**src/sv/agc_pkg.sv**
```systemverilog
// Shared constants, types and controller/datapath interface for the gain control block.
`default_nettype none

package agc_pkg;

   // Sizing
   localparam int MAX_BLOCK = 128;
   localparam int SAMPLE_W  = 16;
   localparam int POS_W     = $clog2(MAX_BLOCK + 1);
   localparam int SUM_W     = SAMPLE_W + $clog2(MAX_BLOCK);
   localparam int GAIN_W    = 32;
   localparam int STEP_W    = 40;
   localparam int RAMP_W    = 34 + $clog2(MAX_BLOCK);
   localparam int CFG_W     = 16;
   localparam int LEN_CFG_W = 8;
   localparam int MGAIN_W   = 24;
   localparam int CSR_IDX_W = 2;
   localparam int DIV_W     = 48;
   localparam int DIVISOR_W = 32;
   localparam int DIV_CNT_W = $clog2(DIV_W + 1);

   // Register indexes
   localparam logic [CSR_IDX_W-1:0] CSR_BLOCK_LENGTH   = 2'd0;
   localparam logic [CSR_IDX_W-1:0] CSR_AVG_WEIGHT     = 2'd1;
   localparam logic [CSR_IDX_W-1:0] CSR_MAX_GAIN       = 2'd2;
   localparam logic [CSR_IDX_W-1:0] CSR_TRANSMIT_SCALE = 2'd3;

   // Register reset values
   localparam logic [LEN_CFG_W-1:0] BLOCK_LENGTH_RST   = 8'd128;
   localparam logic [CFG_W-1:0]     AVG_WEIGHT_RST     = 16'd32768;
   localparam logic [CFG_W-1:0]     MAX_GAIN_RST       = 16'd1280;
   localparam logic [CFG_W-1:0]     TRANSMIT_SCALE_RST = 16'd256;

   // 32767 in Q16.16 shifted up by 16 more bits: numerator of the gain ratio
   localparam logic [DIV_W-1:0]     RATIO_NUM = 48'h7FFF_0000_0000;
   // 1.0 in Q16.16: floor of the weighted level
   localparam logic [GAIN_W-1:0]    GAIN_ONE  = 32'h0001_0000;

   typedef enum logic [3:0] {
      S_IDLE,
      S_APPLY,
      S_AVG_GO,
      S_AVG_WAIT,
      S_WEIGHT,
      S_RATIO_GO,
      S_RATIO_WAIT,
      S_SCALE_CUR,
      S_SCALE_NEXT,
      S_STEP_GO,
      S_STEP_WAIT,
      S_FINISH
   } agc_state_type;

   typedef enum logic [1:0] {
      DIV_AVG,
      DIV_RATIO,
      DIV_STEP
   } div_op_type;

   typedef struct packed {
      logic       load_in;
      logic       apply;
      logic       div_start;
      div_op_type div_sel;
      logic       cap_avg;
      logic       cap_weight;
      logic       cap_ratio;
      logic       scale_cur;
      logic       scale_next;
      logic       finish;
   } agc_cmd_type;

   typedef struct packed {
      logic closed;
      logic div_done;
   } agc_stat_type;

endpackage

`default_nettype wire

```
**src/sv/agc_div.sv**
```systemverilog
// Restoring serial divider, one quotient bit per cycle.
`default_nettype none

module agc_div (
   input  wire logic                          clock,
   input  wire logic                          reset,
   input  wire logic                          start,
   input  wire logic [agc_pkg::DIV_W-1:0]     dividend,
   input  wire logic [agc_pkg::DIVISOR_W-1:0] divisor,
   output logic                               done,
   output logic [agc_pkg::DIV_W-1:0]          quotient
);
   import agc_pkg::*;

   logic [DIV_CNT_W-1:0] count_ff, count_in;
   logic                 done_ff, done_in;
   logic [DIVISOR_W-1:0] rem_ff, rem_in;
   logic [DIV_W-1:0]     quo_ff, quo_in;
   logic [DIVISOR_W-1:0] divisor_ff, divisor_in;
   logic [DIVISOR_W:0]   trial;
   logic                 fits;

   // One shift-subtract step
   always_comb begin
      trial = {rem_ff, quo_ff[DIV_W-1]};
      fits  = trial >= {1'b0, divisor_ff};
   end

   always_comb begin
      count_in   = count_ff;
      done_in    = done_ff;
      rem_in     = rem_ff;
      quo_in     = quo_ff;
      divisor_in = divisor_ff;
      if (start) begin
         count_in   = DIV_CNT_W'(DIV_W);
         done_in    = 1'b0;
         rem_in     = '0;
         quo_in     = dividend;
         divisor_in = divisor;
      end else if (count_ff != '0) begin
         count_in = count_ff - 1'b1;
         done_in  = (count_ff == DIV_CNT_W'(1));
         rem_in   = fits ? DIVISOR_W'(trial - {1'b0, divisor_ff}) : trial[DIVISOR_W-1:0];
         quo_in   = {quo_ff[DIV_W-2:0], fits};
      end
   end

   always_ff @(posedge clock) begin
      if (reset) begin
         count_ff <= '0;
         done_ff  <= 1'b0;
      end else begin
         count_ff <= count_in;
         done_ff  <= done_in;
      end
   end

   always_ff @(posedge clock) begin
      rem_ff     <= rem_in;
      quo_ff     <= quo_in;
      divisor_ff <= divisor_in;
   end

   assign done     = done_ff;
   assign quotient = quo_ff;

endmodule

`default_nettype wire

```
**src/sv/agc_dp.sv**
```systemverilog
// Datapath: config registers, gain ramp, block statistics, gain update arithmetic.
`default_nettype none

module agc_dp (
   input  wire logic                                 clock,
   input  wire logic                                 reset,
   input  wire agc_pkg::agc_cmd_type                 cmd,
   output agc_pkg::agc_stat_type                     stat,
   input  wire logic signed [agc_pkg::SAMPLE_W-1:0]  req_sample_in,
   input  wire logic                                 req_frame_end,
   input  wire logic                                 csr_write,
   input  wire logic [agc_pkg::CSR_IDX_W-1:0]        csr_index,
   input  wire logic [agc_pkg::CFG_W-1:0]            csr_data,
   output logic signed [agc_pkg::SAMPLE_W-1:0]       rsp_sample_out,
   output logic                                      rsp_block_closed
);
   import agc_pkg::*;

   localparam logic signed [RAMP_W-1:0] GAIN_LIM = {{(RAMP_W-32){1'b0}}, 32'h8000_0000};

   // Configuration
   logic [LEN_CFG_W-1:0] block_length_ff, block_length_in;
   logic [CFG_W-1:0]     avg_weight_ff, avg_weight_in;
   logic [CFG_W-1:0]     max_gain_ff, max_gain_in;
   logic [CFG_W-1:0]     transmit_scale_ff, transmit_scale_in;

   // Request holding
   logic signed [SAMPLE_W-1:0] sample_ff, sample_in;
   logic                       frame_end_ff, frame_end_in;

   // Gain and block state
   logic [GAIN_W-1:0]        current_gain_ff, current_gain_in;
   logic [GAIN_W-1:0]        next_gain_ff, next_gain_in;
   logic signed [STEP_W-1:0] gain_step_ff, gain_step_in;
   logic signed [RAMP_W-1:0] ramp_ff, ramp_in;
   logic [POS_W-1:0]         pos_ff, pos_in;
   logic [SAMPLE_W-1:0]      peak_ff, peak_in;
   logic [SUM_W-1:0]         sum_ff, sum_in;

   // Block close intermediates
   logic [SAMPLE_W-1:0]      avg_ff, avg_in;
   logic [GAIN_W-1:0]        weighted_ff, weighted_in;
   logic [MGAIN_W-1:0]       m_ff, m_in;

   // Response register
   logic signed [SAMPLE_W-1:0] rsp_sample_ff, rsp_sample_in;
   logic                       rsp_closed_ff, rsp_closed_in;

   // Combinational helpers
   logic [POS_W-1:0]         eff_len;
   logic [POS_W-1:0]         pos_plus;
   logic                     closed;
   logic signed [32:0]       gain_clamp;
   logic signed [48:0]       prod;
   logic signed [48:0]       prod_adj;
   logic signed [48:0]       prod_q;
   logic signed [SAMPLE_W-1:0] sat_out;
   logic [SAMPLE_W-1:0]      mag;
   logic [SAMPLE_W-1:0]      spread;
   logic [GAIN_W-1:0]        wprod;
   logic [GAIN_W-1:0]        weighted_raw;
   logic [MGAIN_W-1:0]       max_lim;
   logic [GAIN_W-1:0]        mul_a;
   logic [47:0]              mul_p;
   logic [39:0]              scaled;
   logic signed [GAIN_W:0]   gain_diff;
   logic [GAIN_W-1:0]        diff_mag;
   logic signed [STEP_W-1:0] step_q;
   logic [DIV_W-1:0]         div_dividend;
   logic [DIVISOR_W-1:0]     div_divisor;
   logic                     div_done;
   logic [DIV_W-1:0]         div_quo;

   agc_div u_div (
      .clock    (clock),
      .reset    (reset),
      .start    (cmd.div_start),
      .dividend (div_dividend),
      .divisor  (div_divisor),
      .done     (div_done),
      .quotient (div_quo)
   );

   // Block length in force, clamped to 1..MAX_BLOCK
   always_comb begin
      if (block_length_ff == '0) begin
         eff_len = POS_W'(1);
      end else if (32'(block_length_ff) > 32'(MAX_BLOCK)) begin
         eff_len = POS_W'(MAX_BLOCK);
      end else begin
         eff_len = POS_W'(block_length_ff);
      end
      pos_plus = pos_ff + 1'b1;
      closed   = frame_end_ff || (pos_plus >= eff_len);
   end

   // Ramp gain clamp, multiply, truncate toward zero, saturate
   always_comb begin
      if (ramp_ff > GAIN_LIM) begin
         gain_clamp = 33'(GAIN_LIM);
      end else if (ramp_ff < -GAIN_LIM) begin
         gain_clamp = 33'(-GAIN_LIM);
      end else begin
         gain_clamp = 33'(ramp_ff);
      end
      prod     = sample_ff * gain_clamp;
      prod_adj = prod + (prod[48] ? 49'sd65535 : 49'sd0);
      prod_q   = prod_adj >>> 16;
      if (prod_q > 49'sd32767) begin
         sat_out = 16'sh7FFF;
      end else if (prod_q < -49'sd32768) begin
         sat_out = -16'sh8000;
      end else begin
         sat_out = prod_q[SAMPLE_W-1:0];
      end
      mag = sample_ff[SAMPLE_W-1] ? (~$unsigned(sample_ff) + 1'b1) : $unsigned(sample_ff);
   end

   // Weighted level: average pulled toward peak
   always_comb begin
      spread       = peak_ff - avg_ff;
      wprod        = 32'(spread) * 32'(avg_weight_ff);
      weighted_raw = {avg_ff, 16'h0000} + wprod;
   end

   // Gain limit and shared scale multiplier
   always_comb begin
      max_lim = {max_gain_ff, 8'h00};
      mul_a   = cmd.scale_cur ? next_gain_ff : {8'h00, m_ff};
      mul_p   = 48'(mul_a) * 48'(transmit_scale_ff);
      scaled  = mul_p[47:8];
   end

   // Step numerator and signed quotient
   always_comb begin
      gain_diff = $signed({1'b0, next_gain_ff}) - $signed({1'b0, current_gain_ff});
      diff_mag  = gain_diff[GAIN_W] ? GAIN_W'(-gain_diff) : gain_diff[GAIN_W-1:0];
      step_q    = $signed({{(STEP_W-GAIN_W){1'b0}}, div_quo[GAIN_W-1:0]});
   end

   // Divider operand select
   always_comb begin
      case (cmd.div_sel)
         DIV_RATIO: begin
            div_dividend = RATIO_NUM;
            div_divisor  = weighted_ff;
         end
         DIV_STEP: begin
            div_dividend = DIV_W'(diff_mag);
            div_divisor  = DIVISOR_W'(pos_ff - 1'b1);
         end
         default: begin
            div_dividend = DIV_W'(sum_ff);
            div_divisor  = DIVISOR_W'(pos_ff);
         end
      endcase
   end

   // Config writes
   always_comb begin
      block_length_in   = block_length_ff;
      avg_weight_in     = avg_weight_ff;
      max_gain_in       = max_gain_ff;
      transmit_scale_in = transmit_scale_ff;
      if (csr_write) begin
         unique case (csr_index)
            CSR_BLOCK_LENGTH:   block_length_in   = csr_data[LEN_CFG_W-1:0];
            CSR_AVG_WEIGHT:     avg_weight_in     = csr_data;
            CSR_MAX_GAIN:       max_gain_in       = csr_data;
            CSR_TRANSMIT_SCALE: transmit_scale_in = csr_data;
            default: ;
         endcase
      end
   end

   // Next state of the datapath
   always_comb begin
      sample_in       = sample_ff;
      frame_end_in    = frame_end_ff;
      current_gain_in = current_gain_ff;
      next_gain_in    = next_gain_ff;
      gain_step_in    = gain_step_ff;
      ramp_in         = ramp_ff;
      pos_in          = pos_ff;
      peak_in         = peak_ff;
      sum_in          = sum_ff;
      avg_in          = avg_ff;
      weighted_in     = weighted_ff;
      m_in            = m_ff;
      rsp_sample_in   = rsp_sample_ff;
      rsp_closed_in   = rsp_closed_ff;

      if (cmd.load_in) begin
         sample_in    = req_sample_in;
         frame_end_in = req_frame_end;
      end

      // per-sample work: output, ramp advance, statistics
      if (cmd.apply) begin
         rsp_sample_in = sat_out;
         rsp_closed_in = closed;
         ramp_in       = ramp_ff + RAMP_W'(gain_step_ff);
         pos_in        = pos_plus;
         peak_in       = (mag > peak_ff) ? mag : peak_ff;
         sum_in        = sum_ff + SUM_W'(mag);
      end

      if (cmd.cap_avg) begin
         avg_in = div_quo[SAMPLE_W-1:0];
      end

      if (cmd.cap_weight) begin
         weighted_in = (weighted_raw < GAIN_ONE) ? GAIN_ONE : weighted_raw;
      end

      if (cmd.cap_ratio) begin
         if ((div_quo[DIV_W-1:MGAIN_W] != '0) || (div_quo[MGAIN_W-1:0] > max_lim)) begin
            m_in = max_lim;
         end else begin
            m_in = div_quo[MGAIN_W-1:0];
         end
      end

      if (cmd.scale_cur) begin
         current_gain_in = (scaled[39:GAIN_W] != '0) ? '1 : scaled[GAIN_W-1:0];
      end

      if (cmd.scale_next) begin
         next_gain_in = scaled[GAIN_W-1:0];
      end

      // new block starts from the fresh current gain
      if (cmd.finish) begin
         if (pos_ff == POS_W'(1)) begin
            gain_step_in = '0;
         end else if (gain_diff[GAIN_W]) begin
            gain_step_in = -step_q;
         end else begin
            gain_step_in = step_q;
         end
         ramp_in = $signed({{(RAMP_W-GAIN_W){1'b0}}, current_gain_ff});
         pos_in  = '0;
         peak_in = '0;
         sum_in  = '0;
      end
   end

   always_ff @(posedge clock) begin
      if (reset) begin
         block_length_ff   <= BLOCK_LENGTH_RST;
         avg_weight_ff     <= AVG_WEIGHT_RST;
         max_gain_ff       <= MAX_GAIN_RST;
         transmit_scale_ff <= TRANSMIT_SCALE_RST;
         current_gain_ff   <= '0;
         next_gain_ff      <= '0;
         gain_step_ff      <= '0;
         ramp_ff           <= '0;
         pos_ff            <= '0;
         peak_ff           <= '0;
         sum_ff            <= '0;
      end else begin
         block_length_ff   <= block_length_in;
         avg_weight_ff     <= avg_weight_in;
         max_gain_ff       <= max_gain_in;
         transmit_scale_ff <= transmit_scale_in;
         current_gain_ff   <= current_gain_in;
         next_gain_ff      <= next_gain_in;
         gain_step_ff      <= gain_step_in;
         ramp_ff           <= ramp_in;
         pos_ff            <= pos_in;
         peak_ff           <= peak_in;
         sum_ff            <= sum_in;
      end
   end

   always_ff @(posedge clock) begin
      sample_ff     <= sample_in;
      frame_end_ff  <= frame_end_in;
      avg_ff        <= avg_in;
      weighted_ff   <= weighted_in;
      m_ff          <= m_in;
      rsp_sample_ff <= rsp_sample_in;
      rsp_closed_ff <= rsp_closed_in;
   end

   assign stat.closed   = closed;
   assign stat.div_done = div_done;

   assign rsp_sample_out   = rsp_sample_ff;
   assign rsp_block_closed = rsp_closed_ff;

endmodule

`default_nettype wire

```
**src/sv/agc_ctrl.sv**
```systemverilog
// Controller: sequences each request and the gain update at block close.
`default_nettype none

module agc_ctrl (
   input  wire logic                   clock,
   input  wire logic                   reset,
   input  wire logic                   req_valid,
   output logic                        req_ready,
   output logic                        rsp_valid,
   input  wire logic                   rsp_ready,
   input  wire logic                   csr_valid,
   output logic                        csr_ready,
   input  wire agc_pkg::agc_stat_type  stat,
   output agc_pkg::agc_cmd_type        cmd
);
   import agc_pkg::*;

   agc_state_type state_ff, state_in;
   logic          rsp_valid_ff, rsp_valid_in;
   logic          out_free;

   assign out_free = !rsp_valid_ff || rsp_ready;

   // Next state
   always_comb begin
      state_in = state_ff;
      unique case (state_ff)
         S_IDLE:       if (req_valid && !csr_valid) state_in = S_APPLY;
         S_APPLY: begin
            if (out_free) begin
               state_in = stat.closed ? S_AVG_GO : S_IDLE;
            end
         end
         S_AVG_GO:     state_in = S_AVG_WAIT;
         S_AVG_WAIT:   if (stat.div_done) state_in = S_WEIGHT;
         S_WEIGHT:     state_in = S_RATIO_GO;
         S_RATIO_GO:   state_in = S_RATIO_WAIT;
         S_RATIO_WAIT: if (stat.div_done) state_in = S_SCALE_CUR;
         S_SCALE_CUR:  state_in = S_SCALE_NEXT;
         S_SCALE_NEXT: state_in = S_STEP_GO;
         S_STEP_GO:    state_in = S_STEP_WAIT;
         S_STEP_WAIT:  if (stat.div_done) state_in = S_FINISH;
         S_FINISH:     state_in = S_IDLE;
         default:      state_in = S_IDLE;
      endcase
   end

   // Commands; a config write in idle goes ahead of a request
   always_comb begin
      cmd       = '0;
      req_ready = 1'b0;
      csr_ready = 1'b0;
      unique case (state_ff)
         S_IDLE: begin
            csr_ready   = 1'b1;
            req_ready   = !csr_valid;
            cmd.load_in = req_valid && !csr_valid;
         end
         S_APPLY:      cmd.apply = out_free;
         S_AVG_GO: begin
            cmd.div_start = 1'b1;
            cmd.div_sel   = DIV_AVG;
         end
         S_AVG_WAIT:   cmd.cap_avg = stat.div_done;
         S_WEIGHT:     cmd.cap_weight = 1'b1;
         S_RATIO_GO: begin
            cmd.div_start = 1'b1;
            cmd.div_sel   = DIV_RATIO;
         end
         S_RATIO_WAIT: cmd.cap_ratio = stat.div_done;
         S_SCALE_CUR:  cmd.scale_cur = 1'b1;
         S_SCALE_NEXT: cmd.scale_next = 1'b1;
         S_STEP_GO: begin
            cmd.div_start = 1'b1;
            cmd.div_sel   = DIV_STEP;
         end
         S_STEP_WAIT:  ;
         S_FINISH:     cmd.finish = 1'b1;
         default:      ;
      endcase
   end

   // Response valid: set when a result loads, cleared when taken
   always_comb begin
      if (cmd.apply) begin
         rsp_valid_in = 1'b1;
      end else if (rsp_ready) begin
         rsp_valid_in = 1'b0;
      end else begin
         rsp_valid_in = rsp_valid_ff;
      end
   end

   always_ff @(posedge clock) begin
      if (reset) begin
         state_ff     <= S_IDLE;
         rsp_valid_ff <= 1'b0;
      end else begin
         state_ff     <= state_in;
         rsp_valid_ff <= rsp_valid_in;
      end
   end

   assign rsp_valid = rsp_valid_ff;

endmodule

`default_nettype wire

```
**src/sv/block_automatic_gain_control.sv**
```systemverilog
// Top level of the automatic gain control block.
//
//   channel   prefix  direction  handshake        payload
//   request   req_    in         valid / ready    sample_in, frame_end
//   response  rsp_    out        valid / ready    sample_out, block_closed
//   config    csr_    in         valid / ready    index, data
//
// A request is accepted in idle, then the apply step does the ramp gain multiply
// and the statistics update, which loads the response register.
// A request that closes a block runs the gain update: average divide, weight,
// ratio divide, scale current, scale next, step divide, finish; each divide is a
// start, 48 shift steps and done. Apply stalls while a result waits untaken.
// Config writes are taken only while idle, ahead of a waiting request.
// Synchronous active-high reset; gains start at zero, so the first block is muted.
`default_nettype none

module block_automatic_gain_control (
   input  wire logic                                 clock,
   input  wire logic                                 reset,
   input  wire logic                                 req_valid,
   output logic                                      req_ready,
   input  wire logic signed [agc_pkg::SAMPLE_W-1:0]  req_sample_in,
   input  wire logic                                 req_frame_end,
   output logic                                      rsp_valid,
   input  wire logic                                 rsp_ready,
   output logic signed [agc_pkg::SAMPLE_W-1:0]       rsp_sample_out,
   output logic                                      rsp_block_closed,
   input  wire logic                                 csr_valid,
   output logic                                      csr_ready,
   input  wire logic [agc_pkg::CSR_IDX_W-1:0]        csr_index,
   input  wire logic [agc_pkg::CFG_W-1:0]            csr_data
);
   import agc_pkg::*;

   agc_cmd_type  cmd;
   agc_stat_type stat;
   logic         csr_write;

   // Config writes land only between requests, never during a gain update
   assign csr_write = csr_valid && csr_ready;

   agc_ctrl u_ctrl (
      .clock     (clock),
      .reset     (reset),
      .req_valid (req_valid),
      .req_ready (req_ready),
      .rsp_valid (rsp_valid),
      .rsp_ready (rsp_ready),
      .csr_valid (csr_valid),
      .csr_ready (csr_ready),
      .stat      (stat),
      .cmd       (cmd)
   );

   agc_dp u_dp (
      .clock            (clock),
      .reset            (reset),
      .cmd              (cmd),
      .stat             (stat),
      .req_sample_in    (req_sample_in),
      .req_frame_end    (req_frame_end),
      .csr_write        (csr_write),
      .csr_index        (csr_index),
      .csr_data         (csr_data),
      .rsp_sample_out   (rsp_sample_out),
      .rsp_block_closed (rsp_block_closed)
   );

endmodule

`default_nettype wire
```
**config.mk**
```make
export PLATFORM = sky130hd
export DESIGN_NAME = block_automatic_gain_control
export DESIGN_NICKNAME = d
export VERILOG_FILES = /design/src/sv/agc_pkg.sv /design/src/sv/agc_div.sv /design/src/sv/agc_dp.sv /design/src/sv/agc_ctrl.sv /design/src/sv/block_automatic_gain_control.sv
export SDC_FILE = /design/constraint.sdc
export NUM_CORES = 2
export LEC_CHECK = 0
export BUFFER_PORTS_ARGS = -buffer_cell sky130_fd_sc_hd__clkbuf_2
export CORE_MARGIN = 2
export CORE_UTILIZATION = 35
export CTS_CLUSTER_DIAMETER = 80
export DETAILED_ROUTE_END_ITERATION = 8
export GPL_TIMING_DRIVEN = 1
export SYNTH_ARGS = -nofsm -noshare
export SYNTH_HDL_FRONTEND = slang
export SYNTH_SLANG_ARGS = --single-unit
```
**constraint.sdc**
```tcl
create_clock -name clock -period 12.86 [get_ports clock]
set_input_delay 1.286 -clock clock [delete_from_list [all_inputs] [get_ports clock]]
set_output_delay 1.286 -clock clock [all_outputs]
set_load 0.005 [all_outputs]
```
==> reports/qor.yml <==
timing:
  fin_hold_ws_ps: 467
  fin_worst_skew_ps: 63.3
  period_share: 0.940
  setup_viol: 0
  timing.final.ws_setup_ps: 775
  grt_setup_unrepaired: "no"
  fmax_mhz: 82.7
  finalCriticalPeriod_ps: 12080
  relSlewSlack: 0.199
  drv_slew: 0
  worst_pin_slew_ps: 1200
  setup-tns-final_ps: 0
  hold_viol: 0
logic_synthesis:
  synthTopCellsByArea: "fa_1 (31%), ha_1 (9.3%), dfxtp_1 (8.1%)"
  yosys.area.top_type: "fa_1"
  synth.cell_area_um2: 72000
  synth_top_cell_area_share: 0.314
  synth-edff-count: 186
  synthFlopType: "dfxtp_1"
  async_flop_share: 0
  syn-num-nets: 10000
  synth.distinct_cells: 99
  yosysWarnings: 0
  synth-seq-cells: 478
  synth_common_cells: "inv_1 (1424), nand2_1 (1285), fa_1 (1131)"
  synthCells: 8342
  yosysSeqAreaShare: 0.159
  yosysMostFrequentCell: "inv_1"
  syn_avg_cell_area_um2: 8.63
place:
  dp_cells: 10800
  place_area_um2: 75400
  gp_congestion: 0.911
  place_ws_ps: 209
  portBuffers: 59
  dpl.hpwl_mm: 165
setup_path:
  worst_ep_arrival_time_ps: 12480
  r2r_cells: 38
  r2r_slack_ps: 780
  crit_slowest_cell: "fa_1"
  crit_type: "register to register"
  reg2reg_from: "u_dp.ramp_ff[15]"
  required_ps: 13260
  cpMostUsedCell: "fa_1"
  max_stage_delay_ps: 590
  cp-start-kind: "register"
  worstPathMaxFanout: 72
  crit_path_start: "u_dp.ramp_ff[15]"
  cp-end-kind: "register"
final_layout:
  layout.cells.non_filler: 10900
  areaGrowthSynthToFinish_pct: 7.47
  fin_nets: 9893
  utilization: 0.378
  fin_area_um2: 77400
  drive_gt1_frac: 0.0522
hold_path:
  holdPathStages: 1
  hold_start: "u_dp.gain_step_ff[33]"
  min_path_type: "register to register"
outcome:
  status: "finished, final reports clean"
clock_network:
  htree_num_levels: 2
  insertion_delay_ps: 670
  cts_num_sinks: 478
  cts_inserted_buffers: 54
  cts_tree: "done"
  cts_root_buf: "clkbuf_16"
  cts-hold-fix-buffers: 0
  clk_pin_slew_ps: 60
  ctsLongestPathBuffers: 3
route:
  wl_met2_mm: 97.1
  vias_per_cell: 5.22
  postRouteAntennaNets: 0
  routed_wl_mm: 209
  wl_per_cell_um: 19.1
  drc: 0
  dr_wl_met3_mm: 12.9
  top_layer_used: "met4"
  first_iter_violations: 4035
  first_pass_iters: 6
  met1_length_mm: 93.9
  via_count: 57100
pwr:
  ir_worst_vdd_mv: 0.129
  p_leak_nw: 35.3
  finalPower_mw: 6.79
  p_per_area_nw_per_um2: 87.8
floorplan:
  start_util: 0.352
  core_um2: 205000
  io_pins: 60
  fp.dieW_um: 458
  fp.dieH_um: 458
  num_rows: 166
  dieArea_um2: 209000
global_routing:
  grt_pass1_vias: 58700
  grt_max_degree: 89
  grt_first_pass_wirelength_mm: 332
  track_usage: 0.199
  antenna_found_initial: 1
  overflow: 0
job:
  max_cap_viol_count: 0
-- flip-flops by register name (all words and copies together) (netlist names), 23 cells and up --
signal,count
u_dp.next_gain_ff,32
u_dp.sum_ff,23
u_dp.u_div.quotient,48
u_dp.m_ff,24
u_dp.ramp_ff,41
u_dp.weighted_ff,32
u_dp.u_div.divisor_ff,32
u_dp.gain_step_ff,40
u_dp.u_div.rem_ff,32
u_dp.current_gain_ff,32
-- cells in the final DEF, fill, tap and decap left out, drive strengths merged, types with 93 or more instances in the layout --
| cell | instances |
|---|---|
| clkbuf | 121 |
| and2 | 270 |
| buf | 161 |
| xnor2 | 198 |
| nor3 | 93 |
| nand3 | 112 |
| a21o | 125 |
| o21ai | 258 |
| fa | 1131 |
| dfxtp | 292 |
| inv | 1434 |
| nor2 | 365 |
| a21oi | 403 |
| edfxtp | 186 |
| xor2 | 109 |
| ha | 534 |
| and3 | 257 |
| nand2 | 1285 |
-- per-layer routing --
metal	GRT usage	vias up
li1	-	26400
met1	0.276	28600
met2	0.332	1770
met3	0.0200	301
met4	0.0476	0
met5	0	-
-- report_power, final --
group | leakage, nW | internal, mW | switching [mW] | total, mW
clock | 0.972 | 1.02 | 0.728 | 1.74
sequential | 4.17 | 1.88 | 0.286 | 2.17
combinational | 30.1 | 1.12 | 1.76 | 2.88
total | 35.3 | 4.02 | 2.77 | 6.79
-- layout make-up --
| cell class | count | area (um^2) |
|---|---|---|
| fillers | 20600 | 127000 |
| diodes | 2 | 5.00 |
| multi-input cells | 6009 | 53700 |
| repair buffers | 219 | 1530 |
| inverters | 1426 | 5350 |
| clock inverters | 39 | 534 |
| flip-flops and latches | 478 | 11400 |
| clock buffers | 63 | 1470 |
| well taps | 2688 | 3360 |
-- final timing paths --
path | to
worst max-delay path | u_dp.rsp_sample_out[1]
worst min-delay path | u_dp.gain_step_ff[33]
worst min register to register | u_dp.gain_step_ff[33]
worst max register to register | u_dp.rsp_sample_out[1]
-- what timing repair did --
| item | CTS | global route |
|---|---|---|
| gates resized for setup | 0 | 4 |
| setup buffers | 0 | 2 |
| hold endpoints to repair | 0 | 0 |
| endpoints found under the setup margin | 0 | 15 |
-- critical path, delay by kind of cell, from the launching register on --
kind                     cells  cell delay (ps)
AO/OA/AOI/OAI               11             2500
XOR/XNOR                     1              240
adder cells (fa/ha/maj)      8             3990
buffers and inverters        4              790
flip-flops                   1              390
multiplexers                 1              340
AND/OR/NAND/NOR             13             3500
-- kinds of logic after synthesis --
kind of cell    synth area share
flops                      0.159
buf+inv                   0.0973
xor+xnor                  0.0373
fa+ha+maj                  0.407
simple gates               0.183
compound gates             0.109
mux                      0.00804
No activity file was read; power rests on OpenSTA's default activity.
